[src/rtl/core/skt_pkg.sv]
package skt_pkg;

	// Table geometry
	localparam int TABLE_DEPTH = 128;
	localparam int IDX_W       = (TABLE_DEPTH > 1) ? $clog2(TABLE_DEPTH) : 1;
	localparam int CNT_W       = $clog2(TABLE_DEPTH + 1);

	// Cells are reduced in groups, one registered level per group
	localparam int GROUP_SIZE  = 16;
	localparam int LOC_W       = $clog2(GROUP_SIZE);
	localparam int NUM_GROUPS  = (TABLE_DEPTH + GROUP_SIZE - 1) / GROUP_SIZE;
	localparam int PAD_DEPTH   = NUM_GROUPS * GROUP_SIZE;

	// Fixed field widths
	localparam int KEY_W  = 32;
	localparam int PAY_W  = 32;
	localparam int POS_W  = 7;
	localparam int USED_W = 8;

	typedef enum logic [1:0] {
		ACT_INSERT = 2'd0,
		ACT_LOOKUP = 2'd1,
		ACT_UPDATE = 2'd2
	} action_t;

	typedef enum logic [1:0] {
		ST_OK      = 2'd0,
		ST_DUP     = 2'd1,
		ST_MISSING = 2'd2,
		ST_FULL    = 2'd3
	} status_t;

	typedef struct packed {
		logic [1:0]       action;
		logic [KEY_W-1:0] key;
		logic [PAY_W-1:0] payload_in;
	} in_item_t;

	typedef struct packed {
		logic [1:0]        status;
		logic [POS_W-1:0]  position;
		logic [PAY_W-1:0]  payload_out;
		logic [USED_W-1:0] entries_used;
	} out_item_t;

	// Broadcast control to every cell
	typedef struct packed {
		logic cmp;
		logic ins;
		logic upd;
	} cell_ctrl_t;

	// Per-group search result
	typedef struct packed {
		logic             hit;
		logic             bnd;
		logic [LOC_W-1:0] loc;
		logic [PAY_W-1:0] pay;
	} group_res_t;

endpackage

[src/rtl/core/skt_group_reduce.sv]
module skt_group_reduce (
	input  logic                                                clk,
	input  logic [skt_pkg::GROUP_SIZE-1:0]                      bnd,
	input  logic [skt_pkg::GROUP_SIZE-1:0]                      eq,
	input  logic [skt_pkg::GROUP_SIZE-1:0][skt_pkg::PAY_W-1:0]  pay,
	output skt_pkg::group_res_t                                 res_s2
);
	import skt_pkg::*;

	group_res_t res;

	// OR-reduce the one-hot boundary and match flags of this group
	always_comb begin
		res = '0;
		for (int i = 0; i < GROUP_SIZE; i++) begin
			if (bnd[i]) begin
				res.bnd = 1'b1;
				res.loc = res.loc | LOC_W'(i);
			end
			if (eq[i]) begin
				res.hit = 1'b1;
				res.pay = res.pay | pay[i];
			end
		end
	end

	always_ff @(posedge clk) begin
		res_s2 <= res;
	end

endmodule

[config.mk]
export PLATFORM = sky130hd
export DESIGN_NAME = skt_group_reduce
export DESIGN_NICKNAME = d
export VERILOG_FILES = /design/src/rtl/core/skt_pkg.sv /design/src/rtl/core/skt_group_reduce.sv
export SDC_FILE = /design/constraint.sdc
export NUM_CORES = 1
export LEC_CHECK = 0
export CAP_MARGIN = 20
export CELL_PAD_IN_SITES_DETAIL_PLACEMENT = 0
export CELL_PAD_IN_SITES_GLOBAL_PLACEMENT = 1
export CORE_AREA = 2 2 226 228
export CTS_BUF_LIST = sky130_fd_sc_hd__clkbuf_8
export DETAILED_ROUTE_END_ITERATION = 10
export DIE_AREA = 0 0 228 230
export DONT_BUFFER_PORTS = 1
export HOLD_SLACK_MARGIN = 0.08
export PLACE_DENSITY = 0.3
export SYNTH_ARGS = -nofsm -noshare
export SYNTH_HDL_FRONTEND = slang
export SYNTH_SLANG_ARGS = --single-unit
[constraint.sdc]
create_clock -name clk -period 3.2 [get_ports clk]
set_clock_uncertainty 0.15 [all_clocks]
set_input_delay 0.16 -clock clk [delete_from_list [all_inputs] [get_ports clk]]
set_output_delay 0.16 -clock clk [all_outputs]
set_load 0.01 [all_outputs]
* After elaboration in Yosys (flattened, before gate mapping)
Index checks and enable logic that the tools add are counted.
** Storage, ports and cells
- Register bits :: 38
- Input bits :: 545
- Output and inout bits :: 38
** Cells by class
- Bitwise logic cells :: 15
- Muxes and demuxes :: 29
- Reduce and logical (&&, ||, !) cells :: 5
** Operators with widths (number)
- two-way mux 32 bit :: 16
- OR 32 bit :: 15
- OR reduction 15 bit :: 2
- two-way mux 3 bit :: 4
- two-way mux 2 bit :: 4
- OR reduction 8 bit :: 1
- two-way mux 5 bit :: 1
- two-way mux 1 bit :: 4
- OR reduction 4 bit :: 1
- OR reduction 2 bit :: 1

* Logic depth before layout (Yosys ltp)
- Depth after elaboration :: 31
- Depth in mapped cells :: 5
- Gate-level depth less buffers :: 3

* Worst setup path after synthesis
Ideal clock, no wire load.
- Kind :: input-to-reg
- Start :: input eq[3] (netlist name)
- End :: register res_s2[10] (netlist name)
- Stages :: 5
- Path buffers :: 2
- Arrival time :: 0.891 ns
- Path slack :: 2.023 ns
- Setup time :: 0.136 ns
- Path through :: buf_2 buf_6 a22o_1 a221oi_2 nand4_1
** RTL lines
- from (decl) :: line skt_group_reduce.sv:4 : input logic [skt_pkg::GROUP_SIZE-1:0] eq,
- to (signal assigned) :: line skt_group_reduce.sv:28 : res_s2 <= res;
- to (decl) :: line skt_group_reduce.sv:6 : output skt_pkg::group_res_t res_s2

* Worst setup path after layout
- Start :: input bnd[15] (netlist name)
- End :: register res_s2[36] (netlist name)
** On the way
- Longest elaborated chain between the ends :: 1
** Ends and longest elaborated chain
- from (decl) :: line skt_group_reduce.sv:3 : input logic [skt_pkg::GROUP_SIZE-1:0] bnd,
- OR reduction 15 bit (no source line)
Every way passes these cells.
A chain may end at the register's enable or synchronous reset.

==> flow_summary_export.csv <==
group,metric,value,unit
outcome,outcome,"finished, final reports clean",
hold_path,hold_class,"input port to flip-flop",
global_route,grt_first_pass_wirelength,43930,microns
global_route,grt_usage,12.18,%
run,cap_viol_max_count,0,
power_and_ir_drop,pwr-share-comb,28.6,%
routing,ant_nets,0,
power_and_ir_drop,ir_drop,0.0001308,V
critical_path,crit_required,3.31,ns
final_layout,post-route-util,11.41,%
yosys,synth_seq_area_share,18.82,%
global_route,grt_max_degree,34,
final_layout,largest_reg_flops,38,
floorplanning,row_count,82,
timing,tightest_slew,1.126,ns
timing,setup_slack,0.7552,ns
clock_tree,root_buffer,"clkbuf_8",
yosys,synth_nets,955,
power_and_ir_drop,intPower,1.065,mW
final_layout,instances_no_fill,1150,
clock_tree,cts_setup_buffers,0,
yosys,yosys.area.top_type,"a22o_1",
place,dp_slack,1.509,ns
global_route,grt_use_met3,3.162,%
critical_path,worstPathMaxFanout,3,
clock_tree,htree_levels,2,
critical_path,cp-start-kind,"input port",
yosys,yosysTopAreaCellShare,26.87,%
final_layout,layout-drive-gt1-share,10.47,%
timing,hold-worst-slack,0.3104,ns
floorplanning,die_w,228,microns
yosys,synth-seq-cells,38,
yosys,syn_avg_cell_area,9.857,sq um
power_and_ir_drop,pwr-share-clk,39.5,%
final_layout,top_register,"res_s2",
routing,drt-pass1-iter-count,5,
timing,drv_slew,0,
power_and_ir_drop,p_sw_share,29.65,%
timing,hold_violations,0,
clock_tree,cts_resized,0,
power_and_ir_drop,p_leak,1.630,nW
routing,totalWireLength,34060,microns
clock_tree,cts_buffers,5,
final_layout,fillers,5776,
final_layout,syn_to_final_growth,40.84,%
global_route,grt_busiest_layer,"met2",
final_layout,nets,1012,
timing,rsz0062_at_grt,"false",
timing,finalSetupTns,0,ns
floorplanning,core,49860,sq um
power_and_ir_drop,p_seq_share,31.9,%
place,place.gp.congestion,0.8544,
global_route,antenna_found_initial,11,
global_route,grt_remaining_overflow,0,
place,place_hpwl,24600,microns
floorplanning,start_util,8.105,%
place,dp_cells,1019,
routing,via_per_inst,4.403,
place,portBuffers,0,
timing,finalCritPeriodShare,76.40,%
global_route,met1_usage,12.80,%
routing,routedWlPerCell,29.62,microns
power_and_ir_drop,powerDensity,266.0,nW/um^2
clock_tree,cts_tree,"yes",
yosys,ys_types,18,
clock_tree,cts.sinks,38,
timing,slew_headroom,24.93,%
timing,fmax,409.0,MHz
yosys,syn-cell-area,4041,sq um
yosys,netlist_instances,410,
yosys,synth_area_leaders,"a22o_1, a221oi_1, dfxtp_1",
routing,drt-initial-drc-count,341,
final_layout,largest_registers,"res_s2 x38",
timing,period_minus_slack,2.445,ns
timing,finalSetupViolations,0,
yosys,yosysWarnings,0,
floorplanning,die_y,230,microns
power_and_ir_drop,power_switching,0.4488,mW
clock_tree,clk_pin_slew_worst_paths,0.11,ns
floorplanning,num_io_pins,583,
clock_tree,cts_buffer_depth,2,
routing,vias,5064,
critical_path,cp.arrival,2.56,ns
clock_tree,hold_buffers,113,
global_route,grt_pass1_vias,5517,
global_route,gr-usage-met2,21.40,%
critical_path,critPathKind,"input port to flip-flop",
critical_path,endpoint_kind,"flip-flop",
routing,route.detailed.drc,0,
floorplanning,die_area,52440,sq um
[cell usage after synthesis]
| cell | n |
|---|---|
| clkbuf_1 | 22 |
| a22o_2 | 4 |
| nor3_2 | 1 |
| buf_2 | 8 |
| buf_4 | 3 |
| or4_4 | 1 |
| nor4_1 | 9 |
| nand4_1 | 34 |
| a221oi_2 | 33 |
| buf_1 | 1 |
| a221oi_1 | 95 |
| nor2_1 | 3 |
| buf_6 | 24 |
| buf_8 | 6 |
| a22o_1 | 124 |
| dfxtp_1 | 38 |
| nand3_1 | 1 |
| nand2_1 | 3 |
[final timing paths]
| path | start | end | slack [ns] | cells past startpoint |
|---|---|---|---|---|
| worst max-delay path | bnd[15] | res_s2[36]$_SDFF_PP1_ | 0.76 | 6 |
| worst min-delay path | bnd[7] | res_s2[32]$_SDFF_PP1_ | 0.31 | 3 |
[through the flow]
stage / instance area [sq um] / power, mW
after floorplan: 4041 / 0.8674
after global placement: 4380 / 0.8137
after detailed placement: 4380 / 0.8100
after CTS: 5667 / 1.571
after global routing: 5692 / 1.607
final: 5692 / 1.514
[layout by cell type, fill, tap and decap left out, types with 4 or more instances in the layout]
master and n:
a221oi_1 95, a221oi_2 33, a22o_1 124, a22o_2 4, clkbuf_8 5, dfxtp_1 38, diode_2 10, dlygate4sd3_1 112
nand4_1 34, nor4_1 9
[power by group through the flow]
stage	Combinational (mW)	Sequential [mW]	Clock [mW]
final	0.433	0.483	0.598
after global routing	0.465	0.483	0.659
after CTS	0.433	0.483	0.655
after detailed placement	0.316	0.494	0
after floorplan	0.375	0.492	0
after global placement	0.320	0.494	0
[area by class of cell]
type                       instances  area (sq um)  area share, %
clock inverter                     3         68.82          1.209
tap                              672         840.8          14.77
clock buffer                       5         68.82          1.209
antenna                           10         25.02         0.4397
multi-input combinational        308          2771          48.69
timing repair buffer             114          1156          20.31
sequential                        38         760.7          13.37
[routing by layer]
layer,vias to the layer above,wire (microns)
met5,-,13
met4,2,2108
met3,91,2535
met2,455,17070
met1,2488,12330
li1,2028,-
[critical path, stage by stage]
cell	delay, ns
dlygate4sd3_1	0.57
or4_4	0.43
nor3_2	0.12
dlygate4sd3_1	0.60
nand4_1	0.09
dlygate4sd3_1	0.58
[logic make-up after synthesis]
family,synth area share (%)
simple gates,7.863
flops,18.82
buf+inv,12.60
compound gates,60.71
Power figures use the tool's default switching activity.
