`config.mk`:
```
export PLATFORM = sky130hd
export DESIGN_NAME = skt_cell
export DESIGN_NICKNAME = d
export VERILOG_FILES = /design/src/rtl/core/skt_pkg.sv /design/src/rtl/core/skt_cell.sv
export SDC_FILE = /design/constraint.sdc
export NUM_CORES = 1
export LEC_CHECK = 0
export ABC_AREA = 0
export ABC_CLOCK_PERIOD_IN_PS = 5200
export BUFFER_PORTS_ARGS = -buffer_cell sky130_fd_sc_hd__buf_2
export CAP_MARGIN = 20
export CORE_ASPECT_RATIO = 1.25
export CORE_MARGIN = 2
export CORE_UTILIZATION = 45
export DETAILED_ROUTE_END_ITERATION = 10
export PLACE_DENSITY = 0.84
export SETUP_SLACK_MARGIN = 0.02
export SYNTH_ARGS = -nofsm -noshare
export SYNTH_HDL_FRONTEND = slang
export SYNTH_SLANG_ARGS = --single-unit
```
`constraint.sdc`:
```
create_clock -name clk -period 5.2 [get_ports clk]
set_clock_uncertainty 0.2 [all_clocks]
set_input_delay 1.04 -clock clk [delete_from_list [all_inputs] [get_ports clk]]
set_output_delay 1.04 -clock clk [all_outputs]
set_load 0.01 [all_outputs]
```
`src/rtl/core/skt_pkg.sv`:
```
package skt_pkg;

	// Table geometry
	localparam int TABLE_DEPTH = 128;
	localparam int IDX_W       = (TABLE_DEPTH > 1) ? $clog2(TABLE_DEPTH) : 1;
	localparam int CNT_W       = $clog2(TABLE_DEPTH + 1);

	// Cells are reduced in groups, one registered level per group
	localparam int GROUP_SIZE  = 16;
	localparam int LOC_W       = $clog2(GROUP_SIZE);
	localparam int NUM_GROUPS  = (TABLE_DEPTH + GROUP_SIZE - 1) / GROUP_SIZE;
	localparam int PAD_DEPTH   = NUM_GROUPS * GROUP_SIZE;

	// Fixed field widths
	localparam int KEY_W  = 32;
	localparam int PAY_W  = 32;
	localparam int POS_W  = 7;
	localparam int USED_W = 8;

	typedef enum logic [1:0] {
		ACT_INSERT = 2'd0,
		ACT_LOOKUP = 2'd1,
		ACT_UPDATE = 2'd2
	} action_t;

	typedef enum logic [1:0] {
		ST_OK      = 2'd0,
		ST_DUP     = 2'd1,
		ST_MISSING = 2'd2,
		ST_FULL    = 2'd3
	} status_t;

	typedef struct packed {
		logic [1:0]       action;
		logic [KEY_W-1:0] key;
		logic [PAY_W-1:0] payload_in;
	} in_item_t;

	typedef struct packed {
		logic [1:0]        status;
		logic [POS_W-1:0]  position;
		logic [PAY_W-1:0]  payload_out;
		logic [USED_W-1:0] entries_used;
	} out_item_t;

	// Broadcast control to every cell
	typedef struct packed {
		logic cmp;
		logic ins;
		logic upd;
	} cell_ctrl_t;

	// Per-group search result
	typedef struct packed {
		logic             hit;
		logic             bnd;
		logic [LOC_W-1:0] loc;
		logic [PAY_W-1:0] pay;
	} group_res_t;

endpackage

```
`src/rtl/core/skt_cell.sv`:
```
module skt_cell (
	input  logic                      clk,
	input  skt_pkg::cell_ctrl_t       ctrl,
	input  logic [skt_pkg::KEY_W-1:0] req_key,
	input  logic [skt_pkg::PAY_W-1:0] req_payload,
	input  logic                      occupied,
	input  logic                      prev_lt,
	input  logic [skt_pkg::KEY_W-1:0] prev_key,
	input  logic [skt_pkg::PAY_W-1:0] prev_payload,
	output logic [skt_pkg::KEY_W-1:0] key_q,
	output logic [skt_pkg::PAY_W-1:0] payload_q,
	output logic                      lt_s1,
	output logic                      eq_s1
);
	import skt_pkg::*;

	// Compare against the request key; on insert either take the new entry
	// (first cell not below the key) or shift in the lower neighbour.
	always_ff @(posedge clk) begin
		if (ctrl.cmp) begin
			lt_s1 <= occupied && (key_q < req_key);
			eq_s1 <= occupied && (key_q == req_key);
		end
		if (ctrl.ins) begin
			if (!lt_s1) begin
				if (prev_lt) begin
					key_q     <= req_key;
					payload_q <= req_payload;
				end else begin
					key_q     <= prev_key;
					payload_q <= prev_payload;
				end
			end
		end else if (ctrl.upd && eq_s1) begin
			payload_q <= req_payload;
		end
	end

endmodule

```
Yosys cells after proc, flatten, opt, wreduce, memory -nomap -nowiden:

Cells that the tools add are included.
W data, S select, Z words.

* register bits: 66
* bits of input ports: 134
* output and inout port bits: 66

* $lt $le $gt $ge: 1
* equal/unequal tests: 2
* mux-type cells: 5
* bitwise gates (word level): 1
* reduce and logical (&&, ||, !) cells: 6

Operator list (count)
* $mux W32: 5
* $eq A32 B32 Y1: 1
* $lt A32 B32 Y1: 1
* $reduce_and A2 Y1: 2
* $logic_and A1 B1 Y1: 3
* $ne A2 B2 Y1 const B: 1
* $reduce_bool A2 Y1: 1
* $not A1 Y1: 1

Longest topological paths before layout:

Gate-level depths: netlist of the first run.

* depth in word-level cells: 3
* gate-level depth with buffers: 7
* depth with buffers taken out: 7

Least setup slack after synthesis of the first run:

No wires, ideal clock.

* kind: input to register
* from: input port ctrl[1] (netlist name)
* to: register payload_q[0] (netlist name) (enable)
* setup time: 428 ps
* arrival: 3522 ps
* data required time: 4572 ps
* setup slack: 1050 ps
* stages: 2
* path buffers: 0
* cell sequence: nor2b_1 -> o21bai_1

* longest elaborated chain between the ends: 2

Ends and longest elaborated chain
* start: declaration: RTL line skt_cell.sv:3 `input skt_pkg::cell_ctrl_t ctrl,`
* $ne A2 B2 Y1 (no line) / $reduce_bool A2 Y1 (equally long branches)
* $reduce_and A2 Y1 (no line) (*)
* end signal: assignment: RTL line skt_cell.sv:28 `payload_q <= req_payload;`
* end signal: assignment: RTL line skt_cell.sv:31 `payload_q <= prev_payload;`
* end signal: assignment: RTL line skt_cell.sv:35 `payload_q <= req_payload;`
* end: declaration: RTL line skt_cell.sv:11 `output logic [skt_pkg::PAY_W-1:0] payload_q,`

Mark *: on every way between the ends. The rest lies on a longest branch, timed or not.
A chain may end at the register's enable or synchronous reset.

Worst setup path after layout of the first run:

* from: input port prev_lt
* to: register payload_q[9] (netlist name), data pin

* longest elaborated chain between the ends: 3

Ends and longest elaborated chain
* start: declaration: RTL line skt_cell.sv:7 `input logic prev_lt,`
* $mux W32: RTL line skt_cell.sv:26 `if (prev_lt) begin`
* $mux W32: RTL line skt_cell.sv:25 `if (!lt_s1) begin`
* $mux W32: RTL line skt_cell.sv:24 `if (ctrl.ins) begin`

No other way between the ends. The select of a mux whose other input is x is not followed.

==> impl_metrics.py, run 1 <==
metrics = {
    "floorplan": {
        "die_area_sq_um": 8700,
        "num_rows": 36,
        "die_x_microns": 83.8,
        "core_area_sq_um": 7750,
        "ios": 200,
        "start_util_pct": 46.3,
        "die_h_microns": 104,
    },
    "timing": {
        "finalCriticalPeriod_ps": 2700,
        "hold_viol_final": 0,
        "drv_slew": 0,
        "setup_tns_ps": 0,
        "rsz0062_at_grt": "false",
        "tightest_slew_ps": 762,
        "setup_viol": 0,
        "period_share_pct": 52.0,
        "relSlewSlack_pct": 49.2,
        "fmax_ghz": 0.370,
    },
    "yosys": {
        "ys.warnings.count": 0,
        "ys_ff_latch": 66,
        "synth_top_area_cell": "edfxtp_1",
        "netlist.area_leader.share_pct": 55.3,
        "synth_area_sq_um": 3580,
        "synthDistinctLibCells": 30,
        "synth_top_cells_by_area": "edfxtp_1 (55%), mux2_2 (19%), ha_1 (11%), inv_1 (3.6%), a21oi_1 (1.4%)",
        "synth-seq-area-share_pct": 55.3,
        "synthCells": 256,
        "avgSynthCellArea_sq_um": 14.0,
        "syn_nets": 422,
    },
    "finish": {
        "final_cells": 561,
        "layout_commonest_cell": "buf_2",
        "drive_gt1_share_pct": 60.7,
        "n_antenna_cell": 0,
        "utilization_pct": 62.9,
        "final_cell_mix": "buf_2 (199), edfxtp_1 (66), mux2_2 (62)",
        "areaGrowthSynthToFinish_pct": 35.9,
        "nets": 627,
        "finalInstanceArea_sq_um": 4870,
    },
    "worst_setup_path": {
        "path_max_fanout": 33,
        "cp_slowest_cell": "buf_2",
        "criticalPathCategory": "in2reg",
        "path_buf_inv": 2,
        "timing.rr.start": "key_q[15]",
        "critPathRequiredTime_ps": 5090,
        "crit_chain": "buf_2, nand2b_1, buf_4, mux2_2",
        "rrSetupSlack_ps": 2920,
        "cp.arrival_ps": 2590,
        "rr_endpoint": "lt_s1",
        "r2r_cells": 5,
        "slowest_delay_ps": 580,
        "crit_family": "buffers and inverters",
        "worst_setup_path_start_kind": "input port",
        "endpoint_kind": "flop",
    },
    "clock_tree": {
        "cts_tree": "yes",
        "ctsHtreeMaxLevel": 3,
        "post_cts_resized": 0,
        "clkSlewWorstSetupHoldPaths_ps": 70,
        "hold_buffers": 0,
        "clock-sinks": 66,
        "cts_buffers": 9,
        "clock_latency_ps": 340,
        "root_buffer": "clkbuf_8",
        "cts_max_path_buffers": 2,
        "post_cts_buffers": 0,
    },
    "grt": {
        "grt_max_degree": 34,
        "grt_use_total_pct": 21.4,
        "grt_pass1_wl_mm": 14.4,
        "globalRouteOverflowTotal": 0,
        "antenna_found_initial": 0,
        "grt_pass1_vias": 3065,
    },
    "run": {
        "maxCapViolCount": 0,
    },
    "route": {
        "viasPerCell": 4.95,
        "wire_per_inst_microns": 16.0,
        "antenna_left": 0,
        "firstDrtPassIters": 4,
        "drc": 0,
        "wl_mm": 8.96,
        "vias": 2776,
        "drt-initial-drc-count": 105,
    },
    "min_path": {
        "whs_endpoint": "eq_s1",
        "whs_path_depth": 3,
        "hold_class": "reg2reg",
        "min_from": "key_q[1]",
    },
    "power_and_ir_drop": {
        "cellPowerDensity_nw_per_um2": 265,
        "max-vdd-ir-drop_mv": 0.210,
        "leakage_nw": 2.32,
    },
    "placed_design": {
        "dp.cells": 545,
        "place_congestion": 0.818,
        "dpl-instance-area_sq_um": 4690,
        "dp_hpwl_mm": 7.21,
        "io_buffers": 199,
    },
    "run_status": {
        "status": "complete, no violations",
    },
}
[cell usage after synthesis]
| cell | instances |
|---|---|
| edfxtp_1 | 66 |
| mux2_2 | 62 |
| inv_1 | 34 |
| ha_1 | 32 |
| a21oi_1 | 10 |
| nand2_1 | 10 |
| nand3_1 | 4 |
| nand4_1 | 4 |
| o21ai_0 | 4 |
| buf_2 | 3 |
| buf_4 | 3 |
| a21o_1 | 2 |
| clkbuf_1 | 2 |
| mux2_1 | 2 |
| nor2_1 | 2 |
| nor2b_1 | 2 |
| a2111o_1 | 1 |
| a211oi_2 | 1 |
| a21oi_2 | 1 |
| a221o_1 | 1 |
| a221oi_1 | 1 |
| a22o_1 | 1 |
| and2_1 | 1 |
| and4_1 | 1 |
| nand2b_1 | 1 |
| nand4b_1 | 1 |
| nor3_1 | 1 |
| nor4_1 | 1 |
| nor4_2 | 1 |
| o21bai_1 | 1 |
[worst min-delay path: cells and delay by family, from the launching register on]
kind          cells  cell delay, ps
fa+ha+maj         1             150
flops             1             350
simple gates      2             210
[where the power goes]
part	internal, W	total (W)	switching [W]
combinational	0.000120	0.000234	0.000114
sequential	0.000632	0.000645	0.0000132
clock	0.000215	0.000412	0.000197
[how the worst max path moves through the flow]
stage | startpoint | end | slack [ps] | depth (start not counted)
3_5_place_dp | prev_lt | payload_q[30] | 2110 | 4
5_1_grt | prev_lt | payload_q[9] | 2380 | 4
4_1_cts | prev_lt | payload_q[9] | 2480 | 4
2_1_floorplan | ctrl[1] | payload_q[0] | 1050 | 2
3_3_place_gp | req_key[14] | lt_s1 | 2160 | 7
6_report | prev_lt | payload_q[9] | 2500 | 4
[metal layers]
metal	track usage (%)	vias to the layer above	part of all wire, %
li1	-	1358	-
met1	22.4	1261	36
met2	37.7	145	52
met3	7.65	12	9.8
met4	10.5	0	2.0
met5	0	-	0
[sequential cells by signal (all words and copies together) (netlist names)]
name       count
key_q         32
payload_q     32
eq_s1          1
lt_s1          1
[kinds of logic (layout without fill, tap and decap cells)]
logic type,count (synthesis),after routing,share of synthesized area (%)
buf+inv,42,252,4.82
fa+ha+maj,32,32,11.2
mux,64,64,20.1
flops,66,66,55.3
simple gates,29,29,4.36
compound gates,23,23,4.26
[area by class of cell]
| cell class | instances | area (sq um) |
|---|---|---|
| Fill cell | 642 | 2880 |
| Sequential cell | 66 | 1980 |
| Multi-Input combinational cell | 148 | 1440 |
| Timing Repair Buffer | 202 | 1020 |
| Inverter | 34 | 128 |
| Clock buffer | 9 | 124 |
| Tap cell | 95 | 119 |
| Clock inverter | 7 | 60.1 |
[per-stage QoR]
stage | total power [W] | hold slack, ps | setup slack [ps]
2_1_floorplan | 0.000781 | 619 | 1050
3_3_place_gp | 0.000885 | 618 | 2160
3_5_place_dp | 0.000894 | 637 | 2110
4_1_cts | 0.00131 | 649 | 2480
5_1_grt | 0.00136 | 692 | 2380
6_report | 0.00129 | 645 | 2500
(Power assumes the default switching activity.)
==> run 2, diff against run 1 <==
ABC_CLOCK_PERIOD_IN_PS = 2300   (was 5200)
CORE_UTILIZATION = 40   (was 45)
PLACE_DENSITY = 0.79   (was 0.84)
clock period = 2.3 ns   (was 5.2 ns; I/O delays follow)
==> run 2 against run 1 <==
  * Sequential share of layout area fell by 1.0 points
  * Register-to-register slack got worse by 2800 ps
  * Critical path depth rose by 2
  * Clock-buffer cell count did not move
  * Final cell count rose by 5.7%
  * Via count rose by 1.3%
  * Worst hold slack got worse by 500 ps
  * Power rose by 130%
==> impl_metrics.py, run 2 (same netlist as run 1, synthesis figures left out) <==
metrics = {
    "route": {
        "firstDrtPassIters": 4,
        "wl_mm": 9.37,
        "viasPerCell": 4.74,
        "antenna_left": 0,
        "drc": 0,
        "drt-initial-drc-count": 98,
        "vias": 2811,
        "wire_per_inst_microns": 15.8,
    },
    "worst_setup_path": {
        "rrSetupSlack_ps": 110,
        "slowest_delay_ps": 410,
        "r2r_cells": 6,
        "critPathRequiredTime_ps": 2280,
        "rr_endpoint": "lt_s1",
        "path_max_fanout": 2,
        "endpoint_kind": "flop",
        "worst_setup_path_start_kind": "flop",
        "criticalPathCategory": "reg2reg",
        "cp_slowest_cell": "edfxtp_1",
        "cp.arrival_ps": 2180,
        "timing.rr.start": "key_q[7]",
        "crit_chain": "ha_1, a21oi_1, o21ai_1, a22o_1, a2111o_1, a211oi_2",
    },
    "placed_design": {
        "io_buffers": 199,
        "dp.cells": 576,
        "dp_hpwl_mm": 7.63,
        "place_congestion": 0.768,
        "dp_slack_ps": -117,
        "dpl-instance-area_sq_um": 4790,
    },
    "finish": {
        "finalInstanceArea_sq_um": 5000,
        "areaGrowthSynthToFinish_pct": 39.5,
        "reg_top3": "key_q x32, payload_q x32",
        "fillers": 773,
        "final_cells": 593,
        "layout_commonest_cell": "buf_2",
        "drive_gt1_share_pct": 61.7,
        "final_cell_mix": "buf_2 (199), edfxtp_1 (66), mux2_2 (62)",
        "nets": 633,
    },
    "run": {
        "maxCapViolCount": 0,
    },
    "grt": {
        "grt_pass1_vias": 2998,
        "grt_pass1_wl_mm": 13.9,
        "antenna_found_initial": 1,
        "grt_use_total_pct": 19.5,
        "globalRouteOverflowTotal": 0,
        "grt_max_degree": 33,
    },
    "timing": {
        "fmax_ghz": 0.456,
        "setup_viol": 0,
        "finalCriticalPeriod_ps": 2190,
        "period_share_pct": 95.4,
        "hold_viol_final": 0,
        "relSlewSlack_pct": 79.6,
        "timing.final.ws_setup_ps": 107,
        "tightest_slew_ps": 307,
        "drv_slew": 0,
        "rsz0062_at_grt": "false",
    },
    "clock_tree": {
        "post_cts_buffers": 0,
        "clkSlewWorstSetupHoldPaths_ps": 80,
        "cts_max_path_buffers": 2,
        "cts_tree": "yes",
        "root_buffer": "clkbuf_8",
        "clock-sinks": 66,
        "clock_latency_ps": 350,
        "cts_buffers": 9,
        "ctsHtreeMaxLevel": 3,
    },
    "min_path": {
        "whs_endpoint": "eq_s1",
        "min_from": "ctrl[2]",
        "whs_path_depth": 1,
        "hold_class": "in2reg",
    },
    "power_and_ir_drop": {
        "power_w": 0.00300,
        "leakage_nw": 2.37,
        "max-vdd-ir-drop_mv": 0.593,
        "cellPowerDensity_nw_per_um2": 599,
    },
    "floorplan": {
        "die_h_microns": 110,
        "ios": 200,
        "num_rows": 38,
        "die_area_sq_um": 9740,
        "core_area_sq_um": 8700,
        "start_util_pct": 41.2,
        "die_x_microns": 88.7,
    },
    "run_status": {
        "status": "complete, no violations",
    },
}
==> run 2: worst max path at each step <==
stage | startpoint | endpoint | slack (ps) | depth (start not counted)
detailed placement | req_key[30] | eq_s1 | -120 | 8
CTS | key_q[29] | eq_s1 | 40 | 6
floorplan | lt_s1 | payload_q[0] | 90 | 2
finish | key_q[7] | lt_s1 | 110 | 6
global route | key_q[7] | lt_s1 | 50 | 6
global placement | req_key[30] | eq_s1 | -90 | 8
==> run 2: worst max-delay path: cells and delay by family, from the launching register on <==
| family | cells | cell delay, ps |
|---|---|---|
| AO/OA/AOI/OAI | 5 | 1110 |
| adder cells (fa/ha/maj) | 1 | 310 |
| flip-flops | 1 | 410 |
==> run 2: power by group <==
group | switching (W) | total [W] | internal [W]
Sequential | 0.0000321 | 0.00146 | 0.00143
Clock | 0.000488 | 0.000986 | 0.000499
Combinational | 0.000263 | 0.000549 | 0.000286
Total | 0.000783 | 0.00300 | 0.00221
==> run 2: area by class of cell <==
cell class,instances,area (sq um),area share (%)
flip-flops and latches,66,1980,39.6
multi-input cells,148,1460,29.1
repair buffers,208,1090,21.8
well taps,120,150,3.00
inverters,34,128,2.55
clock buffers,9,124,2.48
clock inverters,7,68.8,1.38
diodes,1,2.50,0.0501
==> run 2: layer usage <==
layer | vias up | share of wire (%) | track usage (%)
li1 | 1373 | - | -
met1 | 1296 | 38 | 20.6
met2 | 131 | 51 | 34.2
met3 | 11 | 9.5 | 7.96
met4 | 0 | 1.7 | 7.47
met5 | - | 0 | 0
==> run 2: stage by stage <==
stage               TNS [ps]  hold WS [ps]  util (%)
finish                     0           149      57.5
CTS                        0           123      57.3
floorplan                  0           372         -
detailed placement      -215           495      55.0
global route               0           139      57.5
global placement        -154           506      55.0
==> run 2: what timing repair did <==
| item | in CTS | in global routing |
|---|---|---|
| hold buffers | 0 | 0 |
| resized for setup | 0 | 3 |
| endpoints found under the setup margin | 0 | 2 |
